File: src/rtl/ugcf_pkg.sv
// Shared types and constants of the uniform grid collision finder.
// Used by ugcf_ctrl, ugcf_dp and the top level; no dependencies.
package ugcf_pkg;

    localparam int MAX_ENTRIES = 8;
    localparam int MAX_ROWS    = 16;
    localparam int MAX_COLS    = 16;
    localparam int IDX_W       = $clog2(MAX_ENTRIES);
    localparam int CNT_W       = $clog2(MAX_ENTRIES + 1);

    localparam logic [1:0] OP_ADD    = 2'd0;
    localparam logic [1:0] OP_REMOVE = 2'd1;
    localparam logic [1:0] OP_CLEAR  = 2'd2;
    localparam logic [1:0] OP_FIND   = 2'd3;

    localparam logic [2:0] KIND_ADDED   = 3'd0;
    localparam logic [2:0] KIND_OUTSIDE = 3'd1;
    localparam logic [2:0] KIND_FULL    = 3'd2;
    localparam logic [2:0] KIND_REMOVED = 3'd3;
    localparam logic [2:0] KIND_PAIR    = 3'd4;
    localparam logic [2:0] KIND_DONE    = 3'd5;

    localparam logic [2:0] CFG_ORIGIN_X  = 3'd0;
    localparam logic [2:0] CFG_ORIGIN_Y  = 3'd1;
    localparam logic [2:0] CFG_GRID_ROWS = 3'd2;
    localparam logic [2:0] CFG_GRID_COLS = 3'd3;
    localparam logic [2:0] CFG_CELL_SIZE = 3'd4;

    localparam logic [1:0] RD_A  = 2'd0;
    localparam logic [1:0] RD_B  = 2'd1;
    localparam logic [1:0] RD_RI = 2'd2;

    localparam logic [3:0] NB_LAST = 4'd8;

    typedef struct packed {
        logic       load;
        logic       clr;
        logic       loc;
        logic       div;
        logic       add;
        logic       rm_init;
        logic       rm_step;
        logic       rm_fin;
        logic       f_init;
        logic       cell_next;
        logic       nb_init;
        logic       nb_next;
        logic       a_init;
        logic       a_next;
        logic       a_take;
        logic       b_next;
        logic [1:0] rd_sel;
        logic       emit;
        logic [2:0] emit_kind;
        logic       emit_last;
    } t_cmd;

    typedef struct packed {
        logic [1:0] op;
        logic       bad;
        logic       div_done;
        logic       cell_bad;
        logic       full;
        logic       rm_done;
        logic       cell_end;
        logic       cur_has;
        logic       nb_ok;
        logic       nb_last;
        logic       a_ok;
        logic       a_last;
        logic       b_hit;
        logic       b_last;
        logic       out_free;
    } t_status;

    // Neighbor index: column offset outer, row offset inner, each -1..1.
    function automatic logic signed [1:0] nb_dc(input logic [3:0] nb);
        logic signed [1:0] d;
        case (nb)
            4'd0, 4'd1, 4'd2: d = -2'sd1;
            4'd3, 4'd4, 4'd5: d = 2'sd0;
            default:          d = 2'sd1;
        endcase
        return d;
    endfunction

    function automatic logic signed [1:0] nb_dr(input logic [3:0] nb);
        logic signed [1:0] d;
        case (nb)
            4'd0, 4'd3, 4'd6: d = -2'sd1;
            4'd1, 4'd4, 4'd7: d = 2'sd0;
            default:          d = 2'sd1;
        endcase
        return d;
    endfunction

endpackage

File: src/rtl/uniform_grid_collision_finder_core.sv
// Uniform grid collision finder, top level: ugcf_ctrl and ugcf_dp over ugcf_pkg.
// One item at a time; the next item is taken the cycle after its final result is registered.
// Clear empties the table; add and remove first locate the item by repeated subtraction, and
// remove then compacts the table entry by entry. Find walks every cell, and for each occupied
// cell each in-bound neighbor cell, testing its entries as pairs; results wait on tready.
// Sync active-low reset empties the table, restores the default config and drops valid.
module uniform_grid_collision_finder_core (
    input  logic        i_clk,
    input  logic        i_rst_n,
    input  logic        i_cfg_valid,
    output logic        o_cfg_ready,
    input  logic [2:0]  i_cfg_index,
    input  logic [15:0] i_cfg_data,
    input  logic        i_s_axis_tvalid,
    output logic        o_s_axis_tready,
    input  logic [71:0] i_s_axis_tdata,  // obj_id, pos_x, pos_y, size_w, size_h, zero fill
    input  logic [1:0]  i_s_axis_tuser,  // op
    output logic        o_m_axis_tvalid,
    input  logic        i_m_axis_tready,
    output logic [23:0] o_m_axis_tdata,  // first_id, second_id, entity_count
    output logic [2:0]  o_m_axis_tuser,  // kind
    output logic        o_m_axis_tlast
);

    ugcf_pkg::t_cmd    cmd;
    ugcf_pkg::t_status st;
    logic              in_ready;
    logic [7:0]        first_id, second_id, entity_count;

    assign o_cfg_ready     = 1'b1;
    assign o_s_axis_tready = in_ready;
    assign o_m_axis_tdata  = {entity_count, second_id, first_id};

    ugcf_ctrl u_ctrl (
        .i_clk      (i_clk),
        .i_rst_n    (i_rst_n),
        .i_in_valid (i_s_axis_tvalid),
        .i_in_op    (i_s_axis_tuser),
        .i_st       (st),
        .o_in_ready (in_ready),
        .o_cmd      (cmd)
    );

    ugcf_dp u_dp (
        .i_clk          (i_clk),
        .i_rst_n        (i_rst_n),
        .i_cfg_valid    (i_cfg_valid),
        .i_cfg_index    (i_cfg_index),
        .i_cfg_data     (i_cfg_data),
        .i_op           (i_s_axis_tuser),
        .i_obj_id       (i_s_axis_tdata[7:0]),
        .i_pos_x        (i_s_axis_tdata[23:8]),
        .i_pos_y        (i_s_axis_tdata[39:24]),
        .i_size_w       (i_s_axis_tdata[53:40]),
        .i_size_h       (i_s_axis_tdata[67:54]),
        .i_cmd          (cmd),
        .o_st           (st),
        .i_out_ready    (i_m_axis_tready),
        .o_out_valid    (o_m_axis_tvalid),
        .o_kind         (o_m_axis_tuser),
        .o_first_id     (first_id),
        .o_second_id    (second_id),
        .o_entity_count (entity_count),
        .o_last         (o_m_axis_tlast)
    );

endmodule

File: src/rtl/ugcf_ctrl.sv
// Controller of the uniform grid collision finder: sequences locate, add,
// remove, clear and the find walk. Depends on ugcf_pkg.
module ugcf_ctrl (
    input  logic              i_clk,
    input  logic              i_rst_n,
    input  logic              i_in_valid,
    input  logic [1:0]        i_in_op,
    input  ugcf_pkg::t_status i_st,
    output logic              o_in_ready,
    output ugcf_pkg::t_cmd    o_cmd
);

    localparam logic [3:0] S_IDLE = 4'd0;
    localparam logic [3:0] S_LOC  = 4'd1;
    localparam logic [3:0] S_DIV  = 4'd2;
    localparam logic [3:0] S_RM   = 4'd3;
    localparam logic [3:0] S_EMIT = 4'd4;
    localparam logic [3:0] S_FCEL = 4'd5;
    localparam logic [3:0] S_FNB  = 4'd6;
    localparam logic [3:0] S_FA   = 4'd7;
    localparam logic [3:0] S_FB   = 4'd8;

    logic [3:0] r_state, n_state;
    logic [2:0] r_kind, n_kind;

    assign o_in_ready = (r_state == S_IDLE);

    always_ff @(posedge i_clk) begin
        if (!i_rst_n) begin
            r_state <= S_IDLE;
            r_kind  <= ugcf_pkg::KIND_ADDED;
        end else begin
            r_state <= n_state;
            r_kind  <= n_kind;
        end
    end

    always_comb begin
        n_state = r_state;
        n_kind  = r_kind;
        o_cmd   = '0;
        case (r_state)
            S_IDLE: begin
                if (i_in_valid) begin
                    o_cmd.load = 1'b1;
                    case (i_in_op)
                        ugcf_pkg::OP_CLEAR: begin
                            o_cmd.clr = 1'b1;
                            n_kind    = ugcf_pkg::KIND_REMOVED;
                            n_state   = S_EMIT;
                        end
                        ugcf_pkg::OP_FIND: begin
                            o_cmd.f_init = 1'b1;
                            n_state      = S_FCEL;
                        end
                        default: n_state = S_LOC;
                    endcase
                end
            end
            S_LOC: begin
                o_cmd.loc = 1'b1;
                n_state   = S_DIV;
            end
            S_DIV: begin
                if (i_st.bad) begin
                    n_kind  = ugcf_pkg::KIND_OUTSIDE;
                    n_state = S_EMIT;
                end else if (!i_st.div_done) begin
                    o_cmd.div = 1'b1;
                end else if (i_st.cell_bad) begin
                    n_kind  = ugcf_pkg::KIND_OUTSIDE;
                    n_state = S_EMIT;
                end else if (i_st.op == ugcf_pkg::OP_ADD) begin
                    n_state = S_EMIT;
                    if (i_st.full) begin
                        n_kind = ugcf_pkg::KIND_FULL;
                    end else begin
                        o_cmd.add = 1'b1;
                        n_kind    = ugcf_pkg::KIND_ADDED;
                    end
                end else begin
                    o_cmd.rm_init = 1'b1;
                    n_state       = S_RM;
                end
            end
            S_RM: begin
                o_cmd.rd_sel = ugcf_pkg::RD_RI;
                if (i_st.rm_done) begin
                    o_cmd.rm_fin = 1'b1;
                    n_kind       = ugcf_pkg::KIND_REMOVED;
                    n_state      = S_EMIT;
                end else begin
                    o_cmd.rm_step = 1'b1;
                end
            end
            S_EMIT: begin
                if (i_st.out_free) begin
                    o_cmd.emit      = 1'b1;
                    o_cmd.emit_kind = r_kind;
                    o_cmd.emit_last = 1'b1;
                    n_state         = S_IDLE;
                end
            end
            S_FCEL: begin
                if (i_st.cell_end) begin
                    n_kind  = ugcf_pkg::KIND_DONE;
                    n_state = S_EMIT;
                end else if (i_st.cur_has) begin
                    o_cmd.nb_init = 1'b1;
                    n_state       = S_FNB;
                end else begin
                    o_cmd.cell_next = 1'b1;
                end
            end
            S_FNB: begin
                if (i_st.nb_ok) begin
                    o_cmd.a_init = 1'b1;
                    n_state      = S_FA;
                end else if (i_st.nb_last) begin
                    o_cmd.cell_next = 1'b1;
                    n_state         = S_FCEL;
                end else begin
                    o_cmd.nb_next = 1'b1;
                end
            end
            S_FA: begin
                o_cmd.rd_sel = ugcf_pkg::RD_A;
                if (i_st.a_ok) begin
                    o_cmd.a_take = 1'b1;
                    n_state      = S_FB;
                end else if (!i_st.a_last) begin
                    o_cmd.a_next = 1'b1;
                end else if (i_st.nb_last) begin
                    o_cmd.cell_next = 1'b1;
                    n_state         = S_FCEL;
                end else begin
                    o_cmd.nb_next = 1'b1;
                    n_state       = S_FNB;
                end
            end
            S_FB: begin
                o_cmd.rd_sel = ugcf_pkg::RD_B;
                // hold until the output register can take the pair
                if (!(i_st.b_hit && !i_st.out_free)) begin
                    o_cmd.emit      = i_st.b_hit;
                    o_cmd.emit_kind = ugcf_pkg::KIND_PAIR;
                    if (!i_st.b_last) begin
                        o_cmd.b_next = 1'b1;
                    end else if (!i_st.a_last) begin
                        o_cmd.a_next = 1'b1;
                        n_state      = S_FA;
                    end else if (i_st.nb_last) begin
                        o_cmd.cell_next = 1'b1;
                        n_state         = S_FCEL;
                    end else begin
                        o_cmd.nb_next = 1'b1;
                        n_state       = S_FNB;
                    end
                end
            end
            default: n_state = S_IDLE;
        endcase
    end

endmodule

File: src/rtl/ugcf_dp.sv
// Datapath of the uniform grid collision finder: configuration, entry table,
// locate and divide-by-subtraction unit, find walk counters, output register.
// Depends on ugcf_pkg.
module ugcf_dp (
    input  logic              i_clk,
    input  logic              i_rst_n,
    input  logic              i_cfg_valid,
    input  logic [2:0]        i_cfg_index,
    input  logic [15:0]       i_cfg_data,
    input  logic [1:0]        i_op,
    input  logic [7:0]        i_obj_id,
    input  logic [15:0]       i_pos_x,
    input  logic [15:0]       i_pos_y,
    input  logic [13:0]       i_size_w,
    input  logic [13:0]       i_size_h,
    input  ugcf_pkg::t_cmd    i_cmd,
    output ugcf_pkg::t_status o_st,
    input  logic              i_out_ready,
    output logic              o_out_valid,
    output logic [2:0]        o_kind,
    output logic [7:0]        o_first_id,
    output logic [7:0]        o_second_id,
    output logic [7:0]        o_entity_count,
    output logic              o_last
);

    localparam int IW = ugcf_pkg::IDX_W;
    localparam int CW = ugcf_pkg::CNT_W;
    localparam int NE = ugcf_pkg::MAX_ENTRIES;

    // configuration
    logic [15:0] r_org_x, r_org_y;
    logic [4:0]  r_rows, r_cols;
    logic [10:0] r_csize;

    // latched input item
    logic [1:0]  r_op;
    logic [7:0]  r_id;
    logic [15:0] r_x, r_y;
    logic [13:0] r_w, r_h;

    // entry table
    logic [7:0]  r_obj   [NE];
    logic [7:0]  r_cell  [NE];
    logic [15:0] r_left  [NE];
    logic [15:0] r_top   [NE];
    logic [13:0] r_wid   [NE];
    logic [13:0] r_hgt   [NE];
    logic [CW-1:0] r_n;
    logic [7:0]  r_total;

    // locate
    logic        r_bad;
    logic [15:0] r_remx, r_remy;
    logic [4:0]  r_dcol, r_drow;

    // remove compaction
    logic [CW-1:0] r_ri, r_wk;

    // find walk
    logic [4:0]    r_row, r_col;
    logic [3:0]    r_nb;
    logic [CW-1:0] r_a, r_b;
    logic [7:0]    r_a_obj;
    logic [15:0]   r_a_left, r_a_top;
    logic [13:0]   r_a_wid, r_a_hgt;

    logic [4:0]  rows_eff, cols_eff;
    logic [10:0] cs_eff;
    logic [15:0] gw, gh;
    logic [16:0] rx, ry;
    logic        bad_x, bad_y;
    logic [7:0]  loc_cell, cur_cell, oth_cell;
    logic [IW-1:0] rd_idx;
    logic [7:0]  rd_obj, rd_cell;
    logic [15:0] rd_left, rd_top;
    logic [13:0] rd_wid, rd_hgt;
    logic        keep;
    logic [NE-1:0] cur_match;
    logic signed [5:0] orow, ocol;
    logic        ovl;
    logic signed [16:0] a_l, a_r, a_t, a_btm, b_l, b_r, b_t, b_btm;
    logic        out_free;
    logic [7:0]  emit_first;

    assign rows_eff = (r_rows > 5'(ugcf_pkg::MAX_ROWS)) ? 5'(ugcf_pkg::MAX_ROWS) : r_rows;
    assign cols_eff = (r_cols > 5'(ugcf_pkg::MAX_COLS)) ? 5'(ugcf_pkg::MAX_COLS) : r_cols;
    assign cs_eff   = (r_csize == 11'd0) ? 11'd1 : r_csize;
    assign gw       = 16'(cols_eff) * 16'(cs_eff);
    assign gh       = 16'(rows_eff) * 16'(cs_eff);
    assign rx       = {r_x[15], r_x} - {r_org_x[15], r_org_x};
    assign ry       = {r_y[15], r_y} - {r_org_y[15], r_org_y};
    assign bad_x    = rx[16] || (({1'b0, rx[15:0]} + {3'b0, r_w}) > {1'b0, gw});
    assign bad_y    = ry[16] || (({1'b0, ry[15:0]} + {3'b0, r_h}) > {1'b0, gh});
    assign loc_cell = {r_drow[3:0], r_dcol[3:0]};
    assign cur_cell = {r_row[3:0], r_col[3:0]};

    always_comb begin
        case (i_cmd.rd_sel)
            ugcf_pkg::RD_A: rd_idx = r_a[IW-1:0];
            ugcf_pkg::RD_B: rd_idx = r_b[IW-1:0];
            default:        rd_idx = r_ri[IW-1:0];
        endcase
    end

    assign rd_obj  = r_obj[rd_idx];
    assign rd_cell = r_cell[rd_idx];
    assign rd_left = r_left[rd_idx];
    assign rd_top  = r_top[rd_idx];
    assign rd_wid  = r_wid[rd_idx];
    assign rd_hgt  = r_hgt[rd_idx];
    assign keep    = !((rd_obj == r_id) && (rd_cell == loc_cell));

    always_comb begin
        for (int i = 0; i < NE; i++) begin
            cur_match[i] = (CW'(i) < r_n) && (r_cell[i] == cur_cell);
        end
    end

    assign orow     = $signed({1'b0, r_row}) + 6'(ugcf_pkg::nb_dr(r_nb));
    assign ocol     = $signed({1'b0, r_col}) + 6'(ugcf_pkg::nb_dc(r_nb));
    assign oth_cell = {orow[3:0], ocol[3:0]};

    assign a_l   = $signed({r_a_left[15], r_a_left});
    assign a_r   = a_l + $signed({3'b0, r_a_wid});
    assign a_t   = $signed({r_a_top[15], r_a_top});
    assign a_btm = a_t + $signed({3'b0, r_a_hgt});
    assign b_l   = $signed({rd_left[15], rd_left});
    assign b_r   = b_l + $signed({3'b0, rd_wid});
    assign b_t   = $signed({rd_top[15], rd_top});
    assign b_btm = b_t + $signed({3'b0, rd_hgt});
    assign ovl   = (a_l < b_r) && (a_r > b_l) && (a_t < b_btm) && (a_btm > b_t);

    assign out_free = !o_out_valid || i_out_ready;

    always_comb begin
        o_st          = '0;
        o_st.op       = r_op;
        o_st.bad      = r_bad;
        o_st.div_done = (r_remx < {5'b0, cs_eff}) && (r_remy < {5'b0, cs_eff});
        o_st.cell_bad = (r_drow >= rows_eff) || (r_dcol >= cols_eff);
        o_st.full     = (r_n >= CW'(NE));
        o_st.rm_done  = (r_ri >= r_n);
        o_st.cell_end = (r_row >= rows_eff) || (cols_eff == 5'd0);
        o_st.cur_has  = |cur_match;
        o_st.nb_ok    = (orow >= 6'sd0) && (orow < $signed({1'b0, rows_eff}))
                     && (ocol >= 6'sd0) && (ocol < $signed({1'b0, cols_eff}));
        o_st.nb_last  = (r_nb == ugcf_pkg::NB_LAST);
        o_st.a_ok     = (r_a < r_n) && (rd_cell == cur_cell);
        o_st.a_last   = ((r_a + CW'(1)) >= r_n);
        o_st.b_hit    = (r_b < r_n) && (rd_cell == oth_cell) && (rd_obj != r_a_obj) && ovl;
        o_st.b_last   = ((r_b + CW'(1)) >= r_n);
        o_st.out_free = out_free;
    end

    // configuration writes
    always_ff @(posedge i_clk) begin
        if (!i_rst_n) begin
            r_org_x <= '0;
            r_org_y <= '0;
            r_rows  <= 5'd16;
            r_cols  <= 5'd16;
            r_csize <= 11'd32;
        end else if (i_cfg_valid) begin
            case (i_cfg_index)
                ugcf_pkg::CFG_ORIGIN_X:  r_org_x <= i_cfg_data;
                ugcf_pkg::CFG_ORIGIN_Y:  r_org_y <= i_cfg_data;
                ugcf_pkg::CFG_GRID_ROWS: r_rows  <= i_cfg_data[4:0];
                ugcf_pkg::CFG_GRID_COLS: r_cols  <= i_cfg_data[4:0];
                ugcf_pkg::CFG_CELL_SIZE: r_csize <= i_cfg_data[10:0];
                default: ;
            endcase
        end
    end

    // item, locate, divide and walk registers
    always_ff @(posedge i_clk) begin
        if (i_cmd.load) begin
            r_op <= i_op;
            r_id <= i_obj_id;
            r_x  <= i_pos_x;
            r_y  <= i_pos_y;
            r_w  <= i_size_w;
            r_h  <= i_size_h;
        end
        if (i_cmd.loc) begin
            r_bad  <= bad_x || bad_y;
            r_remx <= rx[15:0];
            r_remy <= ry[15:0];
            r_dcol <= '0;
            r_drow <= '0;
        end
        if (i_cmd.div) begin
            if (r_remx >= {5'b0, cs_eff}) begin
                r_remx <= r_remx - {5'b0, cs_eff};
                r_dcol <= r_dcol + 5'd1;
            end
            if (r_remy >= {5'b0, cs_eff}) begin
                r_remy <= r_remy - {5'b0, cs_eff};
                r_drow <= r_drow + 5'd1;
            end
        end
        if (i_cmd.rm_init) begin
            r_ri <= '0;
            r_wk <= '0;
        end
        if (i_cmd.rm_step) begin
            r_ri <= r_ri + CW'(1);
            if (keep) r_wk <= r_wk + CW'(1);
        end
        if (i_cmd.f_init) begin
            r_row <= '0;
            r_col <= '0;
        end
        if (i_cmd.cell_next) begin
            if ((r_col + 5'd1) >= cols_eff) begin
                r_col <= '0;
                r_row <= r_row + 5'd1;
            end else begin
                r_col <= r_col + 5'd1;
            end
        end
        if (i_cmd.nb_init) r_nb <= '0;
        if (i_cmd.nb_next) r_nb <= r_nb + 4'd1;
        if (i_cmd.a_init)  r_a  <= '0;
        if (i_cmd.a_next)  r_a  <= r_a + CW'(1);
        if (i_cmd.a_take) begin
            r_a_obj  <= rd_obj;
            r_a_left <= rd_left;
            r_a_top  <= rd_top;
            r_a_wid  <= rd_wid;
            r_a_hgt  <= rd_hgt;
            r_b      <= '0;
        end
        if (i_cmd.b_next) r_b <= r_b + CW'(1);
    end

    // entry table payload: append on add, copy down while compacting
    always_ff @(posedge i_clk) begin
        if (i_cmd.add) begin
            r_obj[r_n[IW-1:0]]  <= r_id;
            r_cell[r_n[IW-1:0]] <= loc_cell;
            r_left[r_n[IW-1:0]] <= r_x;
            r_top[r_n[IW-1:0]]  <= r_y;
            r_wid[r_n[IW-1:0]]  <= r_w;
            r_hgt[r_n[IW-1:0]]  <= r_h;
        end else if (i_cmd.rm_step && keep) begin
            r_obj[r_wk[IW-1:0]]  <= rd_obj;
            r_cell[r_wk[IW-1:0]] <= rd_cell;
            r_left[r_wk[IW-1:0]] <= rd_left;
            r_top[r_wk[IW-1:0]]  <= rd_top;
            r_wid[r_wk[IW-1:0]]  <= rd_wid;
            r_hgt[r_wk[IW-1:0]]  <= rd_hgt;
        end
    end

    // fill count and saturating entity counter
    always_ff @(posedge i_clk) begin
        if (!i_rst_n) begin
            r_n     <= '0;
            r_total <= '0;
        end else if (i_cmd.clr) begin
            r_n     <= '0;
            r_total <= '0;
        end else if (i_cmd.add) begin
            r_n <= r_n + CW'(1);
            if (r_total != 8'h7F) r_total <= r_total + 8'd1;
        end else if (i_cmd.rm_fin) begin
            r_n <= r_wk;
            if (r_total != 8'h80) r_total <= r_total - 8'd1;
        end
    end

    always_comb begin
        if (i_cmd.emit_kind == ugcf_pkg::KIND_PAIR) begin
            emit_first = r_a_obj;
        end else if (i_cmd.emit_kind == ugcf_pkg::KIND_DONE || r_op == ugcf_pkg::OP_CLEAR) begin
            emit_first = '0;
        end else begin
            emit_first = r_id;
        end
    end

    always_ff @(posedge i_clk) begin
        if (!i_rst_n) begin
            o_out_valid <= 1'b0;
        end else if (i_cmd.emit) begin
            o_out_valid <= 1'b1;
        end else if (i_out_ready) begin
            o_out_valid <= 1'b0;
        end
    end

    always_ff @(posedge i_clk) begin
        if (i_cmd.emit) begin
            o_kind         <= i_cmd.emit_kind;
            o_first_id     <= emit_first;
            o_second_id    <= (i_cmd.emit_kind == ugcf_pkg::KIND_PAIR) ? rd_obj : 8'd0;
            o_entity_count <= r_total;
            o_last         <= i_cmd.emit_last;
        end
    end

endmodule

File: config.mk
export PLATFORM = sky130hd
export DESIGN_NAME = uniform_grid_collision_finder_core
export DESIGN_NICKNAME = d
export VERILOG_FILES = /design/src/rtl/ugcf_pkg.sv /design/src/rtl/uniform_grid_collision_finder_core.sv /design/src/rtl/ugcf_ctrl.sv /design/src/rtl/ugcf_dp.sv
export SDC_FILE = /design/constraint.sdc
export NUM_CORES = 2
export LEC_CHECK = 0
export BUFFER_PORTS_ARGS = -buffer_cell sky130_fd_sc_hd__buf_4
export CAP_MARGIN = 20
export CORE_ASPECT_RATIO = 0.7
export CORE_MARGIN = 2
export CORE_UTILIZATION = 68
export CTS_CLUSTER_SIZE = 40
export DETAILED_ROUTE_END_ITERATION = 12
export GPL_ROUTABILITY_DRIVEN = 1
export PLACE_DENSITY = 0.86
export SETUP_SLACK_MARGIN = 0.02
export SLEW_MARGIN = 30
export SYNTH_ARGS = -nofsm -noshare
export SYNTH_HDL_FRONTEND = slang
export SYNTH_HIERARCHICAL = 1
export SYNTH_SLANG_ARGS = --single-unit
File: constraint.sdc
create_clock -name i_clk -period 29.8 [get_ports i_clk]
set_clock_uncertainty 0.2 [all_clocks]
set_input_delay 1.49 -clock i_clk [delete_from_list [all_inputs] [get_ports i_clk]]
set_output_delay 1.49 -clock i_clk [all_outputs]
set_load 0.1 [all_outputs]
* Yosys cells after proc, flatten, opt, wreduce, memory -nomap -nowiden
Memories as Yosys holds them, arrays and structs flattened. Index checks and enable logic that the tools add are counted.
Cells by class: $add $sub $neg 24, $mul 2, order comparisons 34, equality and inequality tests 54, mux-type cells 149, bitwise operators 1, reduce and logical (&&, ||, !) cells 68
Operators with widths (number):
- $mux 16 | 8
- $mux 4 | 27
- $eq 8x8->1 | 12
- $mux 5 | 15
- $add 16x15->17 | 4
- $gt 17x16->1 | 4
- $mux 8 | 8
- $mux 3 | 18
- $mux 1 | 50
- $pmux 4 s9 | 1
- $add 16x14->17 | 2
- $lt 16x17->1 | 2
- $sub 16x16->17 | 2
- $eq 4x3->1 const B | 8
- $ge 16x11->1 | 2
- $lt 16x11->1 | 2
- $mul 5x11->16 | 2
- $reduce_or 16->1 | 2
- $sub 16x11->16 | 2
- $mux 14 | 2
- $reduce_or 14->1 | 2
- $add 4x1->4 const B | 6
- $reduce_or 8->1 | 3
- $logic_and 1x1->1 | 22
- 56 further kinds | 126
Word-level totals: bits in registers 312, memory bits (writable) 608, input port bits 98, output and inout port bits 31, logic and storage cells 376, memories 6
Memory list:
- u_dp.r_left | depth 8, bits a word 16, rd ports 1, clocked after Yosys merged registers in 0, write ports 1, RTL line ugcf_dp.sv:45 | logic [15:0] r_left [NE];
- u_dp.r_top | depth 8, bits a word 16, rd ports 1, clocked after Yosys merged registers in 0, write ports 1, RTL line ugcf_dp.sv:46 | logic [15:0] r_top [NE];
- u_dp.r_hgt | depth 8, bits a word 14, rd ports 1, clocked after Yosys merged registers in 0, write ports 1, RTL line ugcf_dp.sv:48 | logic [13:0] r_hgt [NE];
- u_dp.r_wid | depth 8, bits a word 14, rd ports 1, clocked after Yosys merged registers in 0, write ports 1, RTL line ugcf_dp.sv:47 | logic [13:0] r_wid [NE];
- u_dp.r_cell | depth 8, bits a word 8, rd ports 9, clocked after Yosys merged registers in 0, write ports 1, RTL line ugcf_dp.sv:44 | logic [7:0] r_cell [NE];
- u_dp.r_obj | depth 8, bits a word 8, rd ports 1, clocked after Yosys merged registers in 0, write ports 1, RTL line ugcf_dp.sv:43 | logic [7:0] r_obj [NE];

* Logic depth before layout (Yosys ltp)
An unclocked memory read counts as a cell.
depth after elaboration 18, mapped depth 40, gate-level depth less buffers 33

* Cells and area by module
The synthesis kept the hierarchy.
By module, submodules not included:
- ugcf_dp | times used 1, cells an instance 3875, area each 49378.6 µm², sequential area each 26245.2 µm²
- ugcf_ctrl | times used 1, cells an instance 130, area each 907.1 µm², sequential area each 140.1 µm²
- uniform_grid_collision_finder_core | times used 1, cells an instance 2, area each 11.3 µm², sequential area each 0.0 µm²

* Worst setup path after synthesis
Ideal clock, no wire load.
path kind reg-to-reg, start register u_dp.r_csize[10], end memory u_dp.r_cell[3][0], enable pin, setup time 0.626 ns, arrival 10.144 ns, data required time 28.974 ns, setup slack 18.830 ns, cell stages (with the launch flop) 20, path buffers 2, period minus slack after synthesis 10.970 ns, path through dfxtp_1 -> clkbuf_1 -> nor4_1 -> a41oi_1 -> inv_1 -> ha_1 -> fa_1 -> nor2b_1 -> o21ai_0 -> a21oi_1 -> o31a_1 -> o21ai_0 -> a21oi_1 -> or2_2 -> nor4_1 -> nand2_1 -> nor4_1 -> clkbuf_1 -> a21oi_1 -> o32ai_1
RTL lines:
- from (decl) | RTL line ugcf_dp.sv:34 | logic [10:0] r_csize;
- from (signal assigned) | RTL line ugcf_dp.sv:170 | ugcf_pkg::CFG_CELL_SIZE: r_csize <= i_cfg_data[10:0];
- to (decl) | RTL line ugcf_dp.sv:44

==> impl_metrics.tcl <==
set metrics [dict create \
    run_status "completed" \
    clk-insertion-delay-late_ns 0.68 \
    place.detailed.hpwl_um 89300 \
    gr-usage-all-layers_pct 34.9 \
    synthesis.area_mm2 0.0503 \
    port-buffer-count 123 \
    fp.coreArea_mm2 0.0733 \
    mostFrequentLayoutCell "edfxtp_1" \
    final_cell_mix "edfxtp_1, nand2_1, ha_1" \
    synth_edf_count 796 \
    timing.final.hold_violations 0 \
    fill_cells 4445 \
    global_route_overflow 0 \
    worst_tran_pin_value_ns 1.05 \
    grt_setup_unrepaired "no" \
    grt_pass1_wl_um 199000 \
    hp-class "register to register" \
    warnings_from_yosys 6 \
    top_level_ports 129 \
    place.gp.congestion 0.946 \
    die_h_um 232 \
    worstPathMaxFanout 88 \
    cts_tree "built" \
    initialDrtViolationCount 4098 \
    drcViolationCount 0 \
    timing.final.max_slew_violations 0 \
    setup.worst_path.end_class "register" \
    first_global_vias 33500 \
    count_of_mapped_cells_out_of_synthesis 4007 \
    clockRootBuffer "clkbuf_16" \
    grt_antenna_before_repair 4 \
    slew_headroom_pct 28.7 \
    worst_ep_arrival_time_ns 11.91 \
    effective_utilization_at_floorplan_pct 68.6 \
    critical-path-max-stage-delay_ns 0.81 \
    clk_pin_slew_worst_paths_ns 0.06 \
    reg2reg_start "u_ctrl/r_state[3]$_SDFFE_PN0P_" \
    drive_gt1_share_pct 12.9 \
    post_cts.repair.setup_buffers 0 \
    drt-wirelength-per-cell_um 25.5 \
    vias 34200 \
    cap_violations 0 \
    clock-sinks 920 \
    worst_hold_startpoint "u_dp/r_org_y[9]$_SDFFE_PN0P_" \
    buffer_and_inverter_count_on_the_worst_path 3 \
    ys.flop_type "edfxtp_1" \
    cts_made_buffers 85 \
    drt_first_pass_iters 7 \
    p_total_mw 4.25 \
    max_clock_freq_mhz 86.7 \
    syn_nets 4534 \
    setup_violations 0 \
    crit_path_start "u_ctrl/r_state[3]$_SDFFE_PN0P_" \
    critical_path_required_ns 30.17 \
    postSynthRegisterBits 920 \
    path_class "register to register" \
    synth_seq_area_share_pct 52.5 \
    final.setup.tns_ns 0 \
    grt_start_max_net_pins 125 \
    cts-resized-gates 0 \
    timing.final.crit_share_pct 38.7 \
    powerDensity_mw_per_mm2 76.6 \
    cts_htree_levels 3 \
    drtAntennaViolNets 0 \
    p_leak_nw 20.7 \
    worst_path_most_repeated_cell "a21oi_1" \
    cpMaxStageDelayCell "dfxtp_1" \
    cts_max_path_buffers 3 \
    cts_hold_fix_bufs 0 \
    synthArstFlopShare_pct 0 \
    finish.net_count 4663 \
    postSynthAreaPerCell_um2 12.6 \
    die_width_um 329 \
    totalWireLength_um 132000 \
    peakVddDrop_mv 0.0663 \
    timing.critical_path.max_delay_family "compound AO/OA/AOI/OAI gates" \
    die_area_mm2 0.0762 \
    worstSetupStartpointType "register" \
    row_count 83 \
    number_of_vias_per_cell_after_detailed_routing 6.60 \
    period_needed_ns 11.54 \
    synthToLayoutAreaGrowth_pct 10.4 \
    netlist-cell-type-count 89 \
]
==> metal layers <==
metal / wire, um / up-vias / global-route usage, %
met3: 16700 / 318 / 9.09
met1: 52800 / 16800 / 49.8
met4: 5280 / 2 / 13.6
met2: 57500 / 2062 / 51.8
met5: 13 / - / 0
li1: - / 15100 / -
==> final timing paths <==
path / endpoint / slack [ns] / depth (start not counted)
min reg2reg: u_dp/r_org_y[9]$_SDFFE_PN0P_ / 0.27 / 2
min: u_dp/r_org_y[9]$_SDFFE_PN0P_ / 0.27 / 2
max: u_dp/r_row[4]$_DFF_P_ / 18.26 / 34
max reg2reg: u_dp/r_row[4]$_DFF_P_ / 18.26 / 34
==> state kept, by name, summed over array words and instances (netlist names), 64 cells and up <==
register / flops
u_dp/r_left: 128
u_dp/r_top: 128
u_dp/r_obj: 64
u_dp/r_wid: 112
u_dp/r_cell: 64
u_dp/r_hgt: 112
==> cell families (layout without fill, tap and decap cells) <==
family,count (synthesis),count (layout),share of synthesized area [%]
AO/OA/AOI/OAI,635,635,8.42
adder cells (fa/ha/maj),429,429,11.7
flip-flops,920,920,52.5
other,1,5,0.00746
AND/OR/NAND/NOR,1029,1029,9.71
XOR/XNOR,268,268,4.67
buffers and inverters,393,593,3.20
multiplexers,332,332,9.86
==> Yosys cell counts, types with 65 or more instances <==
| cell type | n | area share, % |
|---|---|---|
| dfxtp_1 | 124 | 4.9 |
| o21ai_0 | 113 | 1.1 |
| edfxtp_1 | 796 | 48 |
| mux2i_1 | 104 | 2.1 |
| inv_1 | 255 | 1.9 |
| nor2b_1 | 70 | 0.87 |
| ha_1 | 362 | 9.0 |
| xor2_1 | 87 | 1.5 |
| xnor2_1 | 181 | 3.2 |
| nor3_1 | 74 | 0.74 |
| nor2_1 | 223 | 1.7 |
| nand2_1 | 371 | 2.8 |
| a21oi_1 | 162 | 1.6 |
| fa_1 | 67 | 2.7 |
| clkbuf_1 | 65 | 0.49 |
| mux4_2 | 120 | 5.4 |
==> metrics by stage <==
stage	setup slack [ns]	utilization [%]	hold WS, ns	std cells	area [um2]
after global placement	19.00	71.5	0.250	5021	52400
after global routing	17.71	75.7	0.292	5184	55500
final	18.26	75.7	0.269	5188	55500
after CTS	18.55	75.7	0.266	5180	55500
after floorplan	18.83	-	0.243	4007	50300
after detailed placement	18.77	71.5	0.257	5022	52400
==> area by class of cell <==
type,instances,area [um2],share of cell area (%)
clock inverter,59,817,1.47
timing repair buffer,167,1330,2.39
sequential,920,26400,47.5
inverter,268,1010,1.81
antenna,4,10.0,0.0180
tap,977,1220,2.20
multi-input combinational,2694,22500,40.6
clock buffer,99,2230,4.02
==> worst reg2reg max path, delay by kind of cell, from the launching register on <==
| kind | cells | cell delay (ns) |
|---|---|---|
| AO/OA/AOI/OAI | 17 | 4.47 |
| XOR/XNOR | 1 | 0.17 |
| adder cells (fa/ha/maj) | 3 | 1.07 |
| buffers and inverters | 3 | 1.56 |
| flip-flops | 1 | 0.81 |
| multiplexers | 2 | 1.15 |
| AND/OR/NAND/NOR | 8 | 2.00 |
==> power breakdown <==
group          internal [mW]  switching, mW  leakage [nW]  total (mW)
logic                  0.559          0.855          11.1        1.41
registers               1.54          0.106          8.17        1.64
clock network          0.692          0.505          1.48        1.20
total                   2.79           1.47          20.7        4.25
Power figures use the tool's default switching activity.
